File: src/rsc_pkg.sv
// Shared types and constants of the ray sample compositor.
package rsc_pkg;

   localparam logic [16:0] ONE_Q16         = 17'h10000;
   localparam logic [23:0] SUM_MAX         = 24'hFFFFFF;
   localparam int unsigned DEPTH_LIMIT_BIT = 20;
   localparam int unsigned QUEUE_DEPTH     = 2;

   localparam logic [1:0] MODE_WEIGHT_FIRST = 2'd0;
   localparam logic [1:0] MODE_ATTEN_FIRST  = 2'd1;
   localparam logic [1:0] MODE_EXP          = 2'd2;

   typedef struct packed {
      logic        first_sample;
      logic [15:0] sample_red;
      logic [15:0] sample_green;
      logic [15:0] sample_blue;
      logic [15:0] sample_alpha;
      logic [15:0] step_length;
   } rsc_req_type;

   typedef struct packed {
      logic [23:0] out_red;
      logic [23:0] out_green;
      logic [23:0] out_blue;
      logic [23:0] out_alpha;
      logic [16:0] out_transmittance;
   } rsc_rsp_type;

   typedef struct packed {
      logic        first_sample;
      logic [15:0] sample_red;
      logic [15:0] sample_green;
      logic [15:0] sample_blue;
      logic [31:0] ah;
      logic [16:0] atten_factor;
   } rsc_item_type;

   typedef enum logic [2:0] {
      BK_LOAD,
      BK_DEPTH,
      BK_LOOKUP,
      BK_WEIGHT,
      BK_COLOR,
      BK_COMMIT
   } rsc_back_state_type;

endpackage

File: src/rsc_queue.sv
// Short queue of classified samples between front and back end.
module rsc_queue import rsc_pkg::*; (
   input  logic         clock,
   input  logic         reset,
   input  logic         push,
   input  rsc_item_type in_data,
   output logic         full,
   input  logic         pop,
   output rsc_item_type out_data,
   output logic         empty
);

   localparam int unsigned PTR_W = (QUEUE_DEPTH > 1) ? $clog2(QUEUE_DEPTH) : 1;

   rsc_item_type     slot_ff [QUEUE_DEPTH];
   logic [PTR_W-1:0] wr_ptr_ff;
   logic [PTR_W-1:0] wr_ptr_in;
   logic [PTR_W-1:0] rd_ptr_ff;
   logic [PTR_W-1:0] rd_ptr_in;
   logic [PTR_W:0]   count_ff;
   logic [PTR_W:0]   count_in;
   logic             do_push;
   logic             do_pop;

   assign full     = (count_ff == (PTR_W+1)'(QUEUE_DEPTH));
   assign empty    = (count_ff == '0);
   assign do_push  = push && !full;
   assign do_pop   = pop && !empty;
   assign out_data = slot_ff[rd_ptr_ff];

   always_comb begin
      wr_ptr_in = wr_ptr_ff;
      rd_ptr_in = rd_ptr_ff;
      count_in  = count_ff;
      if (do_push) begin
         wr_ptr_in = (wr_ptr_ff == PTR_W'(QUEUE_DEPTH - 1)) ? '0 : wr_ptr_ff + 1'b1;
      end
      if (do_pop) begin
         rd_ptr_in = (rd_ptr_ff == PTR_W'(QUEUE_DEPTH - 1)) ? '0 : rd_ptr_ff + 1'b1;
      end
      if (do_push && !do_pop) begin
         count_in = count_ff + 1'b1;
      end else if (do_pop && !do_push) begin
         count_in = count_ff - 1'b1;
      end
   end

   always_ff @(posedge clock) begin
      if (reset) begin
         wr_ptr_ff <= '0;
         rd_ptr_ff <= '0;
         count_ff  <= '0;
      end else begin
         wr_ptr_ff <= wr_ptr_in;
         rd_ptr_ff <= rd_ptr_in;
         count_ff  <= count_in;
      end
   end

   always_ff @(posedge clock) begin
      if (do_push) begin
         slot_ff[wr_ptr_ff] <= in_data;
      end
   end

endmodule

File: config.mk
export PLATFORM = sky130hd
export DESIGN_NAME = rsc_queue
export DESIGN_NICKNAME = d
export VERILOG_FILES = /design/src/rsc_pkg.sv /design/src/rsc_queue.sv
export SDC_FILE = /design/constraint.sdc
export NUM_CORES = 1
export LEC_CHECK = 0
export BUFFER_PORTS_ARGS = -buffer_cell sky130_fd_sc_hd__buf_4
export CORE_MARGIN = 2
export CORE_UTILIZATION = 40
export CTS_BUF_LIST = sky130_fd_sc_hd__clkbuf_4
export CTS_CLUSTER_DIAMETER = 30
export DETAILED_ROUTE_END_ITERATION = 12
export PLACE_DENSITY_LB_ADDON = 0.3
export SYNTH_ARGS = -nofsm -noshare
export SYNTH_HDL_FRONTEND = slang
export SYNTH_SLANG_ARGS = --single-unit
File: constraint.sdc
create_clock -name clock -period 3.18 [get_ports clock]
set_input_delay 0.477 -clock clock [delete_from_list [all_inputs] [get_ports clock]]
set_output_delay 0.477 -clock clock [all_outputs]
set_load 0.05 [all_outputs]
==> flow_metrics.py <==
metrics = {
    "placed_design": {
        "dp_cells": 755,
        "placed_area_um2": 9180,
        "dp_slack_ns": 0.910,
        "dp_hpwl_um": 9300,
        "io_buffers": 201,
        "gp_congestion": 0.744,
    },
    "cells_and_area": {
        "layout.nets": 752,
        "fin_cells": 920,
        "final_area_um2": 10500,
        "diodes": 0,
        "final_layout_size_suffix_gt1_frac": 0.554,
        "syn_to_final_growth_pct": 43.2,
    },
    "clocking": {
        "clock_path_buffers": 3,
        "hold_buffers": 56,
        "htree_levels": 2,
        "clk_latency_ns": 0.62,
        "clkTransAtPathRegs_ns": 0.07,
        "cts_root_buffer": "clkbuf_4",
        "cts.repair.resized": 0,
        "cts_buffers": 51,
        "cts_num_sinks": 201,
        "tritoncts": "done",
        "cts_setup_buffers": 0,
    },
    "synth": {
        "yosysUniqueCellTypes": 15,
        "ys_ff_latch": 201,
        "synth_area_um2": 7360,
        "syn_nets": 433,
        "yosys.area.top_type": "edfxtp_1",
        "yosys_warnings": 0,
        "synth_top_area_share": 0.799,
        "postSynthAreaPerCell_um2": 22.3,
        "synthCells": 330,
        "ys_seq_area_frac": 0.813,
        "ys_top_cells_by_area": "edfxtp_1 (80%), mux2_2 (12%), mux2_4 (4.1%), dfxtp_1 (1.4%), buf_6 (0.61%)",
    },
    "floorplanning": {
        "die_x_um": 140,
        "die_h_um": 140,
        "start_util": 0.408,
        "io_pins": 202,
        "num_rows": 49,
        "die-area_um2": 19500,
        "core_um2": 18000,
    },
    "setup_path": {
        "timing.critical_path.buf_inv": 2,
        "cp_slowest_cell": "dfxtp_4",
        "r2r_start": "count_ff[1]",
        "rr_worst_depth": 4,
        "worstSetupPathType": "reg2out",
        "r2r_slack_ns": 1.00,
        "cp_top_family": "flip-flops",
        "cpMostUsedCell": "buf_4",
        "required_ns": 2.70,
        "cpPeakStageDelay_ns": 0.56,
        "crit_path_start_kind": "register",
        "crit_arrival_ns": 2.14,
        "worstReg2RegEnd": "slot_ff[0][40]",
        "endpoint_kind": "primary output",
        "cp_max_fo": 24,
        "crit_chain": "buf_4, mux2_2, buf_4",
    },
    "min_path": {
        "min_path_cells": 1,
        "min_from": "in_data[39]",
        "hold_class": "in2reg",
        "holdPathEnd": "slot_ff[1][39]",
    },
    "detailed_routing": {
        "drtIter0Drc": 153,
        "drc": 0,
        "drtAntennaViolNets": 0,
        "drtPass1Iterations": 4,
        "num_vias": 4189,
        "wire_per_inst_um": 16.1,
        "wl_um": 14800,
        "vias_per_cell": 4.55,
    },
    "global_route": {
        "grt_pass1_vias": 4606,
        "grt_first_pass_wirelength_um": 22600,
        "busiest_layer": "met2",
        "grt_max_degree": 65,
        "grt.overflow.total": 0,
        "grt_usage": 0.147,
        "use_met3": 0.0475,
        "antenna_found_initial": 0,
        "grt_util_met2": 0.251,
        "met1_usage": 0.174,
    },
    "sta": {
        "finalMaxSlewViolations": 0,
        "tightest_slew_ns": 0.747,
        "final-hold-violation-count": 0,
        "setup_viol": 0,
        "max_freq_ghz": 0.383,
        "setup_slack_ns": 0.566,
        "slew_headroom": 0.501,
        "period_minus_slack_ns": 2.61,
        "min_period_over_period": 0.822,
        "rsz0062_at_grt": "false",
        "tns_ns": 0,
        "clock_skew_ns": 0.0303,
    },
    "outcome": {
        "status": "complete, no violations",
    },
    "power_and_ir_drop": {
        "power_uw": 9040,
        "peakVddDrop_uv": 510,
        "p_per_area_nw_per_um2": 858,
        "p_leak_uw": 0.00404,
    },
    "run": {
        "max_cap_viol_count": 0,
    },
}
-- worst register-to-register path: stages, from the launching register on --
cell and delay [ns]:
dfxtp_1 0.39, nor2b_2 0.24, or3_1 0.20, clkinvlp_4 0.61, buf_12 0.45
-- cells in the final DEF, fill, tap and decap left out, drive strengths merged --
cell type,instances
edfxtp,196
o21ai,3
mux2,98
dfxtp,5
dlygate4sd3,70
ha,1
nor2b,1
or3,2
buf,207
nor2,5
inv,1
a21oi,2
bufinv,1
clkinv,21
and2,1
clkinvlp,1
xor2,3
clkbuf,73
-- worst max-delay path by stage --
stage,cells after the start,slack (ns),to,from
CTS,3,0.46,out_data[4],register
floorplan,3,0.24,slot_ff[0][0],count_ff[1]
detailed placement,5,0.91,slot_ff[0][26],push
finish,3,0.57,out_data[79],register
global route,3,0.41,out_data[4],register
global placement,5,0.97,slot_ff[0][29],push
-- flip-flops by register name (all words and copies together) (netlist names), named ones only --
register   cells
wr_ptr_ff      1
rd_ptr_ff      1
count_ff       2
slot_ff      196
-- synth_stat cells, drive strengths merged --
cell type / instances
edfxtp: 196
mux2: 98
buf: 11
dfxtp: 5
nor2: 5
o21ai: 3
xor2: 3
a21oi: 2
inv: 2
or3: 2
and2: 1
ha: 1
nor2b: 1
-- layer usage --
metal,share of wire,wire [µm],vias up
li1,-,-,1987
met1,0.42,6250,2015
met2,0.50,7380,169
met3,0.068,1020,18
met4,0.013,196,0
met5,0,0,-
-- power by group --
group / switching, µW / internal, µW / leakage, µW
combinational: 2240 / 1220 / 0.00178
clock: 977 / 1140 / 0.000383
sequential: 130 / 3330 / 0.00187
total: 3350 / 5690 / 0.00404
-- layout make-up --
cell class	count	area, µm²
clock inverter	22	109
timing repair buffer	277	2300
sequential	201	5990
fill	1401	7480
tap	229	287
inverter	2	11.3
multi-input combinational	116	1290
clock buffer	73	548
-- stage by stage --
step	utilization	hold slack (ns)
5_1_grt	0.585	-0.00321
3_3_place_gp	0.509	0.473
6_report	0.585	0.0660
4_1_cts	0.577	0.00121
3_5_place_dp	0.509	0.509
2_1_floorplan	-	0.452
-- cells by family (layout without fill, tap and decap cells) --
| family | Yosys count | in the layout | share of synthesized area |
|---|---|---|---|
| mux | 98 | 98 | 0.160 |
| xor+xnor | 3 | 3 | 0.00357 |
| compound gates | 5 | 5 | 0.00340 |
| flops | 201 | 201 | 0.813 |
| simple gates | 9 | 9 | 0.00629 |
| fa+ha+maj | 1 | 1 | 0.00170 |
| buf+inv | 13 | 374 | 0.0119 |
(Power assumes the default switching activity.)
