`src/rsc_pkg.sv`:
```
// Shared types and constants of the ray sample compositor.
package rsc_pkg;

   localparam logic [16:0] ONE_Q16         = 17'h10000;
   localparam logic [23:0] SUM_MAX         = 24'hFFFFFF;
   localparam int unsigned DEPTH_LIMIT_BIT = 20;
   localparam int unsigned QUEUE_DEPTH     = 2;

   localparam logic [1:0] MODE_WEIGHT_FIRST = 2'd0;
   localparam logic [1:0] MODE_ATTEN_FIRST  = 2'd1;
   localparam logic [1:0] MODE_EXP          = 2'd2;

   typedef struct packed {
      logic        first_sample;
      logic [15:0] sample_red;
      logic [15:0] sample_green;
      logic [15:0] sample_blue;
      logic [15:0] sample_alpha;
      logic [15:0] step_length;
   } rsc_req_type;

   typedef struct packed {
      logic [23:0] out_red;
      logic [23:0] out_green;
      logic [23:0] out_blue;
      logic [23:0] out_alpha;
      logic [16:0] out_transmittance;
   } rsc_rsp_type;

   typedef struct packed {
      logic        first_sample;
      logic [15:0] sample_red;
      logic [15:0] sample_green;
      logic [15:0] sample_blue;
      logic [31:0] ah;
      logic [16:0] atten_factor;
   } rsc_item_type;

   typedef enum logic [2:0] {
      BK_LOAD,
      BK_DEPTH,
      BK_LOOKUP,
      BK_WEIGHT,
      BK_COLOR,
      BK_COMMIT
   } rsc_back_state_type;

endpackage

```
`src/rsc_front.sv`:
```
// Front end: accepts samples, forms a*h and the linear attenuation factor.
module rsc_front import rsc_pkg::*; (
   input  logic         clock,
   input  logic         reset,
   input  logic         push,
   output logic         full,
   input  rsc_req_type  req_data,
   output logic         item_push,
   output rsc_item_type item_data,
   input  logic         item_full
);

   logic        stage_valid_ff;
   logic        stage_valid_in;
   logic        accept;
   logic        first_ff;
   logic [15:0] red_ff;
   logic [15:0] green_ff;
   logic [15:0] blue_ff;
   logic [31:0] ah_ff;

   assign full      = stage_valid_ff && item_full;
   assign accept    = push && !full;
   assign item_push = stage_valid_ff && !item_full;

   always_comb begin
      if (accept) begin
         stage_valid_in = 1'b1;
      end else if (item_push) begin
         stage_valid_in = 1'b0;
      end else begin
         stage_valid_in = stage_valid_ff;
      end
   end

   always_ff @(posedge clock) begin
      if (reset) begin
         stage_valid_ff <= 1'b0;
      end else begin
         stage_valid_ff <= stage_valid_in;
      end
   end

   always_ff @(posedge clock) begin
      if (accept) begin
         first_ff <= req_data.first_sample;
         red_ff   <= req_data.sample_red;
         green_ff <= req_data.sample_green;
         blue_ff  <= req_data.sample_blue;
         ah_ff    <= 32'(req_data.sample_alpha) * 32'(req_data.step_length);
      end
   end

   // clamp 1 - a*h at zero
   always_comb begin
      item_data.first_sample = first_ff;
      item_data.sample_red   = red_ff;
      item_data.sample_green = green_ff;
      item_data.sample_blue  = blue_ff;
      item_data.ah           = ah_ff;
      if (ah_ff >= 32'(ONE_Q16)) begin
         item_data.atten_factor = '0;
      end else begin
         item_data.atten_factor = 17'(32'(ONE_Q16) - ah_ff);
      end
   end

endmodule

```
`config.mk`:
```
export PLATFORM = sky130hd
export DESIGN_NAME = rsc_front
export DESIGN_NICKNAME = d
export VERILOG_FILES = /design/src/rsc_pkg.sv /design/src/rsc_front.sv
export SDC_FILE = /design/constraint.sdc
export NUM_CORES = 1
export LEC_CHECK = 0
export ABC_AREA = 0
export BUFFER_PORTS_ARGS = -buffer_cell sky130_fd_sc_hd__buf_2
export CORE_MARGIN = 2
export CORE_UTILIZATION = 24
export DETAILED_ROUTE_END_ITERATION = 8
export PLACE_DENSITY = 0.5
export SYNTH_ARGS = -nofsm -noshare
export SYNTH_HDL_FRONTEND = slang
export SYNTH_SLANG_ARGS = --single-unit
```
`constraint.sdc`:
```
create_clock -name clock -period 7.55 [get_ports clock]
set_clock_uncertainty 0.15 [all_clocks]
set_input_delay 1.8875 -clock clock [delete_from_list [all_inputs] [get_ports clock]]
set_output_delay 1.8875 -clock clock [all_outputs]
set_load 0.01 [all_outputs]
```
==> run summary, run 1 <==
CLOCK TREE
---------------------------------------------------------------------------------------
Clock buffers created by TritonCTS .......................................            9
TritonCTS sink count .....................................................           82
Clock slew seen by the registers of the worst setup and hold paths .......      0.07 ns
Number of buffers inserted by post-CTS setup repair ......................            0
Hold-fix buffers at CTS ..................................................            0
Number of levels the H-tree was split into ...............................            3
Longest Clk Path Bufs ....................................................            2
CTS-repair resized insts .................................................            0
Cell chosen for the clock root ........................................... sky130_fd_sc_hd__clkbuf_16
Worst skew pair latency ..................................................      0.34 ns
TritonCTS clock tree .....................................................        built

PLACEMENT
---------------------------------------------------------------------------------------
PortBufs .................................................................          184
Weighted congestion at the end of routability-driven global placement ....        0.797
Post-DP HPWL .............................................................    25,500 um

TIMING
---------------------------------------------------------------------------------------
Unrepaired setup endpoints after global routing ..........................           no
Highest clock rate .......................................................      135 MHz
Ratio of final minimum period to clock period ............................        98.0%
Total count of max-transition violations in the final report .............            0
Worst-Margin Slew ........................................................     0.906 ns
Count of final setup violators ...........................................            0
Final hold violations ....................................................            0
Minimum hold slack .......................................................     0.508 ns
Max transition margin ....................................................        39.5%
Time the final worst path needs with I/O delays and setup ................      7.40 ns

CRITICAL PATH
---------------------------------------------------------------------------------------
Maximum fanout count along the critical path .............................            6
Longest individual stage delay on the worst path .........................      0.58 ns
Worst EP required ........................................................      7.48 ns
Critical setup path kind ................................................. primary input to flop
Arrival time of the worst setup path .....................................      7.33 ns
Cells traversed along the worst timing path .............................. buf_2 -> buf_4 -> and2_1 -> fa_1 -> fa_1 -> ha_1 -> inv_1 -> fa_1 -> fa_1 -> fa_1 -> inv_1 -> ha_1 -> buf_4 -> a221o_1 -> o311a_1 -> or4b_4 -> o2111ai_4 -> o31ai_2 -> xor2_1
Setup crit end kind ......................................................         flop
Cell repeated most along the worst path .................................. sky130_fd_sc_hd__fa_1
Critical Path Start Type ................................................. primary input
Cell type of the slowest stage on the worst timing path .................. sky130_fd_sc_hd__or4b_4

FLOORPLAN
---------------------------------------------------------------------------------------
Row Count ................................................................           79
Vert. Die Dim ............................................................       222 um
Area of the core ......................................................... 46,700 sq um
Starting utilization of the core area ....................................        24.4%
DIE AREA ................................................................. 49,200 sq um
Die X ....................................................................       222 um
I/O pin count ............................................................          185

GLOBAL ROUTING
---------------------------------------------------------------------------------------
Total grt overflow .......................................................            0
First-pass GRT wire length ...............................................    47,800 um
Largest net degree at the start of global routing ........................           51
Overall routing resource usage ...........................................        12.1%
Number of antenna violations at the first check in global routing ........            0
Number of global-route vias before repair ................................        9,125

DETAILED ROUTING
---------------------------------------------------------------------------------------
Number of violations reported at the end of detailed-routing iteration 0 .          374
Number of nets with antenna violations after routing .....................            0
Total Routed Length ......................................................    29,000 um
Final routed wire length divided by cell count ...........................      14.4 um
Count of TritonRoute iterations in the first routing pass ................            7
Average via count per standard cell ......................................         4.24
Final routed DRC violation total .........................................            6
Vias post-DR .............................................................        8,518

LOGIC SYNTHESIS
---------------------------------------------------------------------------------------
Share of the yosys chip area belonging to registers ......................        21.6%
Netlist cell types .......................................................           47
Asr flop ratio synth .....................................................           0%
Syn nets .................................................................        1,521
Seq cells post-synth .....................................................           82
Cells after synthesis ....................................................        1,137
Count of flip-flops with a built-in enable after synthesis ...............           81
Commonest register cell after synthesis .................................. sky130_fd_sc_hd__edfxtp_1
Warnings from Yosys ......................................................            0
Mean Syn Cell Area .......................................................   10.0 sq um
Netlist area before placement ............................................ 11,400 sq um

CELLS AND AREA
---------------------------------------------------------------------------------------
Share of layout cells above drive strength 1 .............................        22.8%
Final Core Density .......................................................        30.2%
Most common cell after layout, fill and taps aside ....................... sky130_fd_sc_hd__inv_1
Top library cells by usage in the layout, fill and taps aside ............ sky130_fd_sc_hd__inv_1, sky130_fd_sc_hd__fa_1, sky130_fd_sc_hd__buf_2
Number of nets in the layout .............................................        1,780
Area growth from synthesis to layout .....................................        23.6%

STATUS
---------------------------------------------------------------------------------------
Failing checks ........................................................... design-rule violations
Result of the run ........................................................ complete, but fails checks

RUN
---------------------------------------------------------------------------------------
Maxcap violations ........................................................            0

MIN PATH
---------------------------------------------------------------------------------------
Type of the worst min-delay path ......................................... flop to flop

metal layers:
metal / GRT usage, % / wire length, um / vias up
li1: - / - / 4034
met1: 15.7 / 12600 / 4356
met2: 21.7 / 15300 / 111
met3: 1.90 / 857 / 17
met4: 1.66 / 263 / 0
met5: 0 / 0 / -
cell type report:
cell class / count / area, sq um
timing repair buffer: 288 / 1740
fill: 4964 / 32600
clock buffer: 9 / 225
clock inverter: 7 / 58.8
sequential: 82 / 2450
antenna: 1 / 2.50
tap: 607 / 759
multi-input combinational: 784 / 7970
inverter: 231 / 867
Yosys cell counts (2+ instances only):
library cell,count,area share [%]
sky130_fd_sc_hd__nor4_1,10,0.55
sky130_fd_sc_hd__o21ai_0,14,0.62
sky130_fd_sc_hd__a31oi_1,5,0.27
sky130_fd_sc_hd__nand3_1,6,0.26
sky130_fd_sc_hd__ha_1,105,12
sky130_fd_sc_hd__or4_1,2,0.13
sky130_fd_sc_hd__edfxtp_1,81,21
sky130_fd_sc_hd__and2_1,127,7.0
sky130_fd_sc_hd__a211oi_1,2,0.13
sky130_fd_sc_hd__o211ai_1,3,0.20
sky130_fd_sc_hd__xor2_1,19,1.5
sky130_fd_sc_hd__a221oi_1,2,0.15
sky130_fd_sc_hd__a21o_1,15,0.99
sky130_fd_sc_hd__clkbuf_1,39,1.3
sky130_fd_sc_hd__a21oi_1,21,0.92
sky130_fd_sc_hd__nand4_1,6,0.33
sky130_fd_sc_hd__inv_1,231,7.6
sky130_fd_sc_hd__and3_1,3,0.16
sky130_fd_sc_hd__nor2_1,42,1.4
sky130_fd_sc_hd__fa_1,194,34
sky130_fd_sc_hd__nand2_1,146,4.8
sky130_fd_sc_hd__or3_1,2,0.11
sky130_fd_sc_hd__o31ai_1,2,0.13
sky130_fd_sc_hd__xnor2_1,24,1.8
sky130_fd_sc_hd__nor3_1,8,0.35
sky130_fd_sc_hd__nor2b_1,4,0.22
sky130_fd_sc_hd__o21bai_1,3,0.20
sky130_fd_sc_hd__or2_2,2,0.11
final timing paths:
| check | start | end | slack, ns | cells past startpoint |
|---|---|---|---|---|
| hold / removal | stage_valid_ff | stage_valid_ff | 0.51 | 3 |
| setup reg to reg | stage_valid_ff | blue_ff[13] | 5.11 | 3 |
| setup / recovery | req_data[4] | ah_ff[29] | 0.15 | 19 |
| hold reg to reg | stage_valid_ff | stage_valid_ff | 0.51 | 3 |
worst max-delay path: cells and delay by family:
kind | cells | cell delay, ns
fa+ha+maj | 7 | 3.02
compound gates | 4 | 0.96
simple gates | 2 | 0.75
buf+inv | 5 | 0.55
xor+xnor | 1 | 0.15
state kept, by name (all words and copies together) (netlist names):
signal,flops
first_ff,1
green_ff,16
stage_valid_ff,1
blue_ff,16
ah_ff,32
red_ff,16
cells by family after synthesis:
group,after synthesis,share of synthesized area [%]
xor gates and xnor gates,43,3.31
and+or+nand+nor,362,15.7
DFF,82,21.6
buffers and inverters,271,8.97
adders and majority gates,299,45.7
AOI/OAI and AO/OA,80,4.75
through the flow:
step	setup WS (ns)	cell area [sq um]	instances	setup TNS, ns
CTS	0.141	14000	2008	0
global route	0.00170	14100	2008	0
floorplan	0.0617	11400	1137	0
global placement	-0.178	13700	1992	-0.805
finish	0.152	14100	2009	0
detailed placement	-0.222	13700	1992	-1.12
Power of run 1 is not shown: default switching activity piles up to over one toggle a cycle in this logic, so the estimate is an artifact.
==> run 2: changes to the inputs <==
--- a/config.mk
+++ b/config.mk
@@ -7,7 +7,7 @@
 export LEC_CHECK = 0
 export ABC_AREA = 0
 export BUFFER_PORTS_ARGS = -buffer_cell sky130_fd_sc_hd__buf_2
-export CORE_MARGIN = 2
+export CORE_MARGIN = 8
 export CORE_UTILIZATION = 24
 export DETAILED_ROUTE_END_ITERATION = 8
 export PLACE_DENSITY = 0.5
==> run 2 against run 1 <==
Compared with the run above: the run now ends clean; worst setup slack better by 0.015 ns; sequential cell count stayed put; critical path depth stayed put; design area is 1.3% higher; routed wire length is 5.2% higher; sequential share of layout area is 0.22 points lower; non-clock buffer count is 14 higher; register-to-register slack better by 0.43 ns; count of clock-buffer cells in the layout stayed put; first-iteration DRC count is 4.5% higher; die area is 11% higher; highest routed layer unchanged.
==> run summary, run 2 (same netlist as run 1, synthesis figures left out) <==
TIMING
---------------------------------------------------------------------------------------
Final hold violations ....................................................            0
Ratio of final minimum period to clock period ............................        97.8%
Max transition margin ....................................................        27.3%
Minimum hold slack .......................................................     0.553 ns
Highest clock rate .......................................................      135 MHz
Count of final setup violators ...........................................            0
Unrepaired setup endpoints after global routing ..........................           no
Worst-Margin Slew ........................................................      1.09 ns
Time the final worst path needs with I/O delays and setup ................      7.38 ns
Worst Slack Setup Final ..................................................     0.167 ns
Total count of max-transition violations in the final report .............            0

DETAILED ROUTING
---------------------------------------------------------------------------------------
Met1 layer wirelength in the final routing ...............................    13,100 um
Final routed wire length divided by cell count ...........................      15.1 um
Total Routed Length ......................................................    30,500 um
Top routing layer used ...................................................         met4
Number of violations reported at the end of detailed-routing iteration 0 .          391
Vias post-DR .............................................................        8,560
Average via count per standard cell ......................................         4.23
Metal3 WL ................................................................       818 um
Number of nets with antenna violations after routing .....................            0
Final routed DRC violation total .........................................            0
Count of TritonRoute iterations in the first routing pass ................            5
Length of routed met2 wiring .............................................    16,500 um

FLOORPLAN
---------------------------------------------------------------------------------------
Vert. Die Dim ............................................................       234 um
I/O pin count ............................................................          185
DIE AREA ................................................................. 54,600 sq um
Row Count ................................................................           79
Die X ....................................................................       234 um
Area of the core ......................................................... 46,700 sq um
Starting utilization of the core area ....................................        24.4%

CRITICAL PATH
---------------------------------------------------------------------------------------
Capture point of the worst reg-to-reg path ...............................  blue_ff[11]
Worst EP required ........................................................      7.48 ns
Longest individual stage delay on the worst path .........................      0.58 ns
Reg2reg setup slack ......................................................      5.54 ns
Critical setup path kind ................................................. primary input to flop
Critical Path Start Type ................................................. primary input
Setup crit end kind ......................................................         flop
Arrival time of the worst setup path .....................................      7.31 ns
Maximum fanout count along the critical path .............................            6
Cell type of the slowest stage on the worst timing path .................. sky130_fd_sc_hd__or4b_4
Cell repeated most along the worst path .................................. sky130_fd_sc_hd__fa_1
Cells traversed along the worst timing path .............................. buf_2 -> buf_4 -> and2_1 -> fa_1 -> fa_1 -> ha_1 -> inv_1 -> fa_1 -> fa_1 -> fa_1 -> inv_1 -> ha_1 -> buf_4 -> a221o_1 -> o311a_1 -> or4b_4 -> o2111ai_4 -> o31ai_2 -> xor2_1
Cell family with the largest share of critical-path delay ................  adder cells
Reg2reg start ............................................................ stage_valid_ff
Path depth of the worst reg2reg path .....................................            3
Worst path buffer plus inverter count ....................................            5

CLOCK TREE
---------------------------------------------------------------------------------------
TritonCTS sink count .....................................................           82
Worst skew pair latency ..................................................      0.33 ns
Longest Clk Path Bufs ....................................................            2
Clock slew seen by the registers of the worst setup and hold paths .......      0.06 ns
TritonCTS clock tree .....................................................        built
Cell chosen for the clock root ........................................... sky130_fd_sc_hd__clkbuf_16
Number of levels the H-tree was split into ...............................            3
Clock buffers created by TritonCTS .......................................            9

GLOBAL ROUTING
---------------------------------------------------------------------------------------
Number of antenna violations at the first check in global routing ........            1
Overall routing resource usage ...........................................        11.5%
First-pass GRT wire length ...............................................    49,700 um
Largest net degree at the start of global routing ........................           82
Total grt overflow .......................................................            0
Number of global-route vias before repair ................................        9,326

CELLS AND AREA
---------------------------------------------------------------------------------------
Largest register by flop count ...........................................        ah_ff
Largest register FFs .....................................................           32
Number of nets in the layout .............................................        1,794
Filler-free cell count of the finished design ............................        2,023
Area taken by multi-input logic gates ....................................   7980 sq um
Area growth from synthesis to layout .....................................        25.2%
Share of layout cells above drive strength 1 .............................        23.6%
Area taken by flip-flops and latches .....................................   2450 sq um
Layout filler cell count .................................................        5,027
Area of all placed cells without fillers ................................. 14,200 sq um
Most common cell after layout, fill and taps aside ....................... sky130_fd_sc_hd__inv_1
Top library cells by usage in the layout, fill and taps aside ............ sky130_fd_sc_hd__inv_1, sky130_fd_sc_hd__fa_1, sky130_fd_sc_hd__buf_2

PLACEMENT
---------------------------------------------------------------------------------------
Dpl ws ...................................................................    -0.216 ns
Cell count after placement ...............................................        2,005
Post-DP HPWL .............................................................    27,200 um
Area after DPL ........................................................... 13,900 sq um
PortBufs .................................................................          184
Weighted congestion at the end of routability-driven global placement ....        0.800

RUN
---------------------------------------------------------------------------------------
Maxcap violations ........................................................            0

MIN PATH
---------------------------------------------------------------------------------------
Endpoint of the worst hold-timing path ................................... stage_valid_ff
Worst hold stages ........................................................            3
Type of the worst min-delay path ......................................... flop to flop
Startpoint of the most critical hold path ................................ stage_valid_ff

STATUS
---------------------------------------------------------------------------------------
Result of the run ........................................................    completed

==> run 2: changes by cell type in the layout (fill, tap and decap cells not counted), sizes merged <==
cell | before | now
bufinv | 0 | 1
buf | 284 | 300
clkinvlp | 1 | 0
clkbuf | 13 | 11
==> run 2: metal layers <==
layer,global-route usage [%],vias to the layer above
met3,1.74,10
met5,0,-
met2,21.2,88
met4,1.42,0
met1,14.3,4382
li1,-,4080
==> run 2: worst register-to-register path: stages, from the launching register on <==
cell	delay, ns
sky130_fd_sc_hd__dfxtp_1	0.32
sky130_fd_sc_hd__and2_1	0.18
sky130_fd_sc_hd__nor2b_4	0.11
sky130_fd_sc_hd__buf_4	0.80
==> run 2: cell type report <==
cell class	count	share of cell area (%)
clock buffer	9	1.58
inverter	231	6.09
timing repair buffer	302	13.2
multi-input combinational	784	56.0
sequential	82	17.2
antenna	1	0.0176
clock inverter	7	0.597
tap	607	5.33
==> run 2: worst max path at each step <==
stage / startpoint / cells after the start / to
after global routing: req_data[4] / 21 / ah_ff[25]
final: req_data[4] / 19 / ah_ff[29]
after global placement: req_data[4] / 21 / ah_ff[31]
after detailed placement: req_data[4] / 21 / ah_ff[31]
after CTS: req_data[4] / 21 / ah_ff[31]
after floorplan: req_data[28] / 19 / ah_ff[31]
==> run 2: per-stage QoR <==
stage               utilization [%]  setup TNS (ns)
floorplan                         -               0
global placement               29.7          -0.813
detailed placement             29.7           -1.08
CTS                            30.4               0
global route                   30.5               0
finish                         30.5               0
==> run 2: what timing repair did <==
item	in CTS	in global routing
setup endpoints to repair	0	6
hold buffers	0	0
buffers inserted	0	1
resized for setup	0	13
Power of run 2 is left out for the same reason.
==> run 3: changes to the inputs <==
--- a/config.mk
+++ b/config.mk
@@ -8,9 +8,9 @@
 export ABC_AREA = 0
 export BUFFER_PORTS_ARGS = -buffer_cell sky130_fd_sc_hd__buf_2
 export CORE_MARGIN = 8
-export CORE_UTILIZATION = 24
+export CORE_UTILIZATION = 54
 export DETAILED_ROUTE_END_ITERATION = 8
-export PLACE_DENSITY = 0.5
+export PLACE_DENSITY = 0.88
 export SYNTH_ARGS = -nofsm -noshare
 export SYNTH_HDL_FRONTEND = slang
 export SYNTH_SLANG_ARGS = --single-unit
==> run 3 against run 2 <==
Compared with the run above: register-to-register slack got worse by 0.43 ns; final cell count decreased by 18%; global-route usage rose by 9.7 points; hold slack gained 0.010 ns; sequential cell count did not move; first-iteration DRC count grew 34%; die area decreased by 52%; worst setup slack lost 0.039 ns; critical path depth increased by 2; count of clock-buffer cells in the layout is 2 higher; critical endpoint unchanged.
==> run summary, run 3 (same netlist as run 1, synthesis figures left out) <==
CLOCK TREE
---------------------------------------------------------------------------------------
Hold-fix buffers at CTS ..................................................            0
Number of levels the H-tree was split into ...............................            3
Longest Clk Path Bufs ....................................................            2
Clock slew seen by the registers of the worst setup and hold paths .......      0.06 ns
Worst skew pair latency ..................................................      0.32 ns
TritonCTS sink count .....................................................           82
Cell chosen for the clock root ........................................... sky130_fd_sc_hd__clkbuf_16
TritonCTS clock tree .....................................................        built
Clock buffers created by TritonCTS .......................................            9

CRITICAL PATH
---------------------------------------------------------------------------------------
Maximum fanout count along the critical path .............................            6
Critical Path Start Type ................................................. primary input
Startpoint of the most critical setup path ...............................  req_data[4]
Reg2reg start ............................................................ stage_valid_ff
Setup crit end kind ......................................................         flop
Worst EP required ........................................................      7.46 ns
Cells traversed along the worst timing path .............................. buf_2 -> buf_4 -> and2_1 -> fa_1 -> inv_1 -> fa_1 -> inv_1 -> ha_1 -> ha_1 -> inv_1 -> fa_1 -> fa_1 -> inv_1 -> ha_1 -> and3_1 -> a221o_1 -> o311a_1 -> or4b_4 -> o2111ai_2 -> o31ai_2 -> xor2_1
Arrival time of the worst setup path .....................................      7.33 ns
Longest individual stage delay on the worst path .........................      0.55 ns
Path depth of the worst reg2reg path .....................................            3
Capture point of the worst reg-to-reg path ...............................   blue_ff[8]
Cell type of the slowest stage on the worst timing path .................. sky130_fd_sc_hd__fa_1
CP Capture Point .........................................................    ah_ff[29]
Critical setup path kind ................................................. primary input to flop
Reg2reg setup slack ......................................................      5.11 ns

PLACEMENT
---------------------------------------------------------------------------------------
Dpl ws ...................................................................    -0.224 ns
Post-DP HPWL .............................................................    23,900 um
Weighted congestion at the end of routability-driven global placement ....        0.895
Area after DPL ........................................................... 13,200 sq um
PortBufs .................................................................          184

TIMING
---------------------------------------------------------------------------------------
Time the final worst path needs with I/O delays and setup ................      7.42 ns
Ratio of final minimum period to clock period ............................        98.3%
Unrepaired setup endpoints after global routing ..........................           no
Final hold violations ....................................................            0
Worst-Margin Slew ........................................................     0.911 ns
Max transition margin ....................................................        39.1%
Worst Slack Setup Final ..................................................     0.128 ns
Highest clock rate .......................................................      135 MHz
Minimum hold slack .......................................................     0.563 ns
Total count of max-transition violations in the final report .............            0
Count of final setup violators ...........................................            0

MIN PATH
---------------------------------------------------------------------------------------
Type of the worst min-delay path ......................................... flop to flop

STATUS
---------------------------------------------------------------------------------------
Result of the run ........................................................    completed

DETAILED ROUTING
---------------------------------------------------------------------------------------
Vias post-DR .............................................................        8,760
Final routed wire length divided by cell count ...........................      16.5 um
Total Routed Length ......................................................    27,300 um
Average via count per standard cell ......................................         5.29
Count of TritonRoute iterations in the first routing pass ................            5
Number of nets with antenna violations after routing .....................            0
Final routed DRC violation total .........................................            0
Number of violations reported at the end of detailed-routing iteration 0 .          524

GLOBAL ROUTING
---------------------------------------------------------------------------------------
First-pass GRT wire length ...............................................    44,800 um
Number of global-route vias before repair ................................        9,555
Largest net degree at the start of global routing ........................           50
Total grt overflow .......................................................            0
Number of antenna violations at the first check in global routing ........            0
Overall routing resource usage ...........................................        21.2%

FLOORPLAN
---------------------------------------------------------------------------------------
DIE AREA ................................................................. 26,000 sq um
Die X ....................................................................       161 um
Row Count ................................................................           53
Vert. Die Dim ............................................................       161 um
Starting utilization of the core area ....................................        54.6%
I/O pin count ............................................................          185
Area of the core ......................................................... 20,800 sq um

CELLS AND AREA
---------------------------------------------------------------------------------------
Share of layout cells above drive strength 1 .............................        21.7%
Number of diodes added for antenna fixing ................................            0
Largest register FFs .....................................................           32
Area growth from synthesis to layout .....................................        18.9%
Number of nets in the layout .............................................        1,760
Area taken by flip-flops and latches .....................................   2450 sq um
Top library cells by usage in the layout, fill and taps aside ............ sky130_fd_sc_hd__inv_1, sky130_fd_sc_hd__fa_1, sky130_fd_sc_hd__buf_2
Area of all placed cells without fillers ................................. 13,500 sq um
Largest register by flop count ...........................................        ah_ff
Layout filler cell count .................................................        1,658
Most common cell after layout, fill and taps aside ....................... sky130_fd_sc_hd__inv_1
Area taken by multi-input logic gates ....................................   7990 sq um

RUN
---------------------------------------------------------------------------------------
Maxcap violations ........................................................            0

==> run 3: repair_timing <==
action / in CTS / in global routing
resized for setup: 0 / 11
buffers inserted: 0 / 0
endpoints found under the setup margin: 0 / 7
==> run 3: final cells by class <==
class / count / area share (%)
timing repair buffer: 268 / 11.7
inverter: 231 / 6.41
multi-input combinational: 784 / 59.0
tap: 275 / 2.54
clock inverter: 4 / 0.499
clock buffer: 11 / 1.72
sequential: 82 / 18.1
==> run 3: critical path: cells and delay by family <==
kind	cells	cell delay, ns
adders and majority gates	7	2.90
AOI/OAI and AO/OA	4	0.96
buffers and inverters	6	0.54
and+or+nand+nor	3	0.87
xor gates and xnor gates	1	0.15
==> run 3: metal layers <==
layer | routed length, um | track usage, % | part of all wire, %
met1 | 10000 | 24.0 | 37
met2 | 14900 | 39.3 | 55
met3 | 1580 | 3.97 | 5.8
met4 | 774 | 6.73 | 2.8
met5 | 0 | 0 | 0
==> run 3: worst min path at each step <==
stage                           endpoint  cells after the start  slack [ns]      startpoint
after floorplan           stage_valid_ff                      3        0.48  stage_valid_ff
after CTS                 stage_valid_ff                      3        0.56  stage_valid_ff
final                     stage_valid_ff                      3        0.56  stage_valid_ff
after global routing      stage_valid_ff                      3        0.59  stage_valid_ff
after detailed placement  stage_valid_ff                      3        0.54  stage_valid_ff
after global placement    stage_valid_ff                      3        0.51  stage_valid_ff
==> run 3: through the flow <==
stage          TNS [ns]  std cells  utilization, %
2_1_floorplan         0       1137               -
3_3_place_gp     -0.418       1640            63.2
3_5_place_dp      -1.30       1640            63.2
4_1_cts               0       1655            64.7
5_1_grt               0       1655            65.0
6_report              0       1655            65.0
Power of run 3 is left out for the same reason.
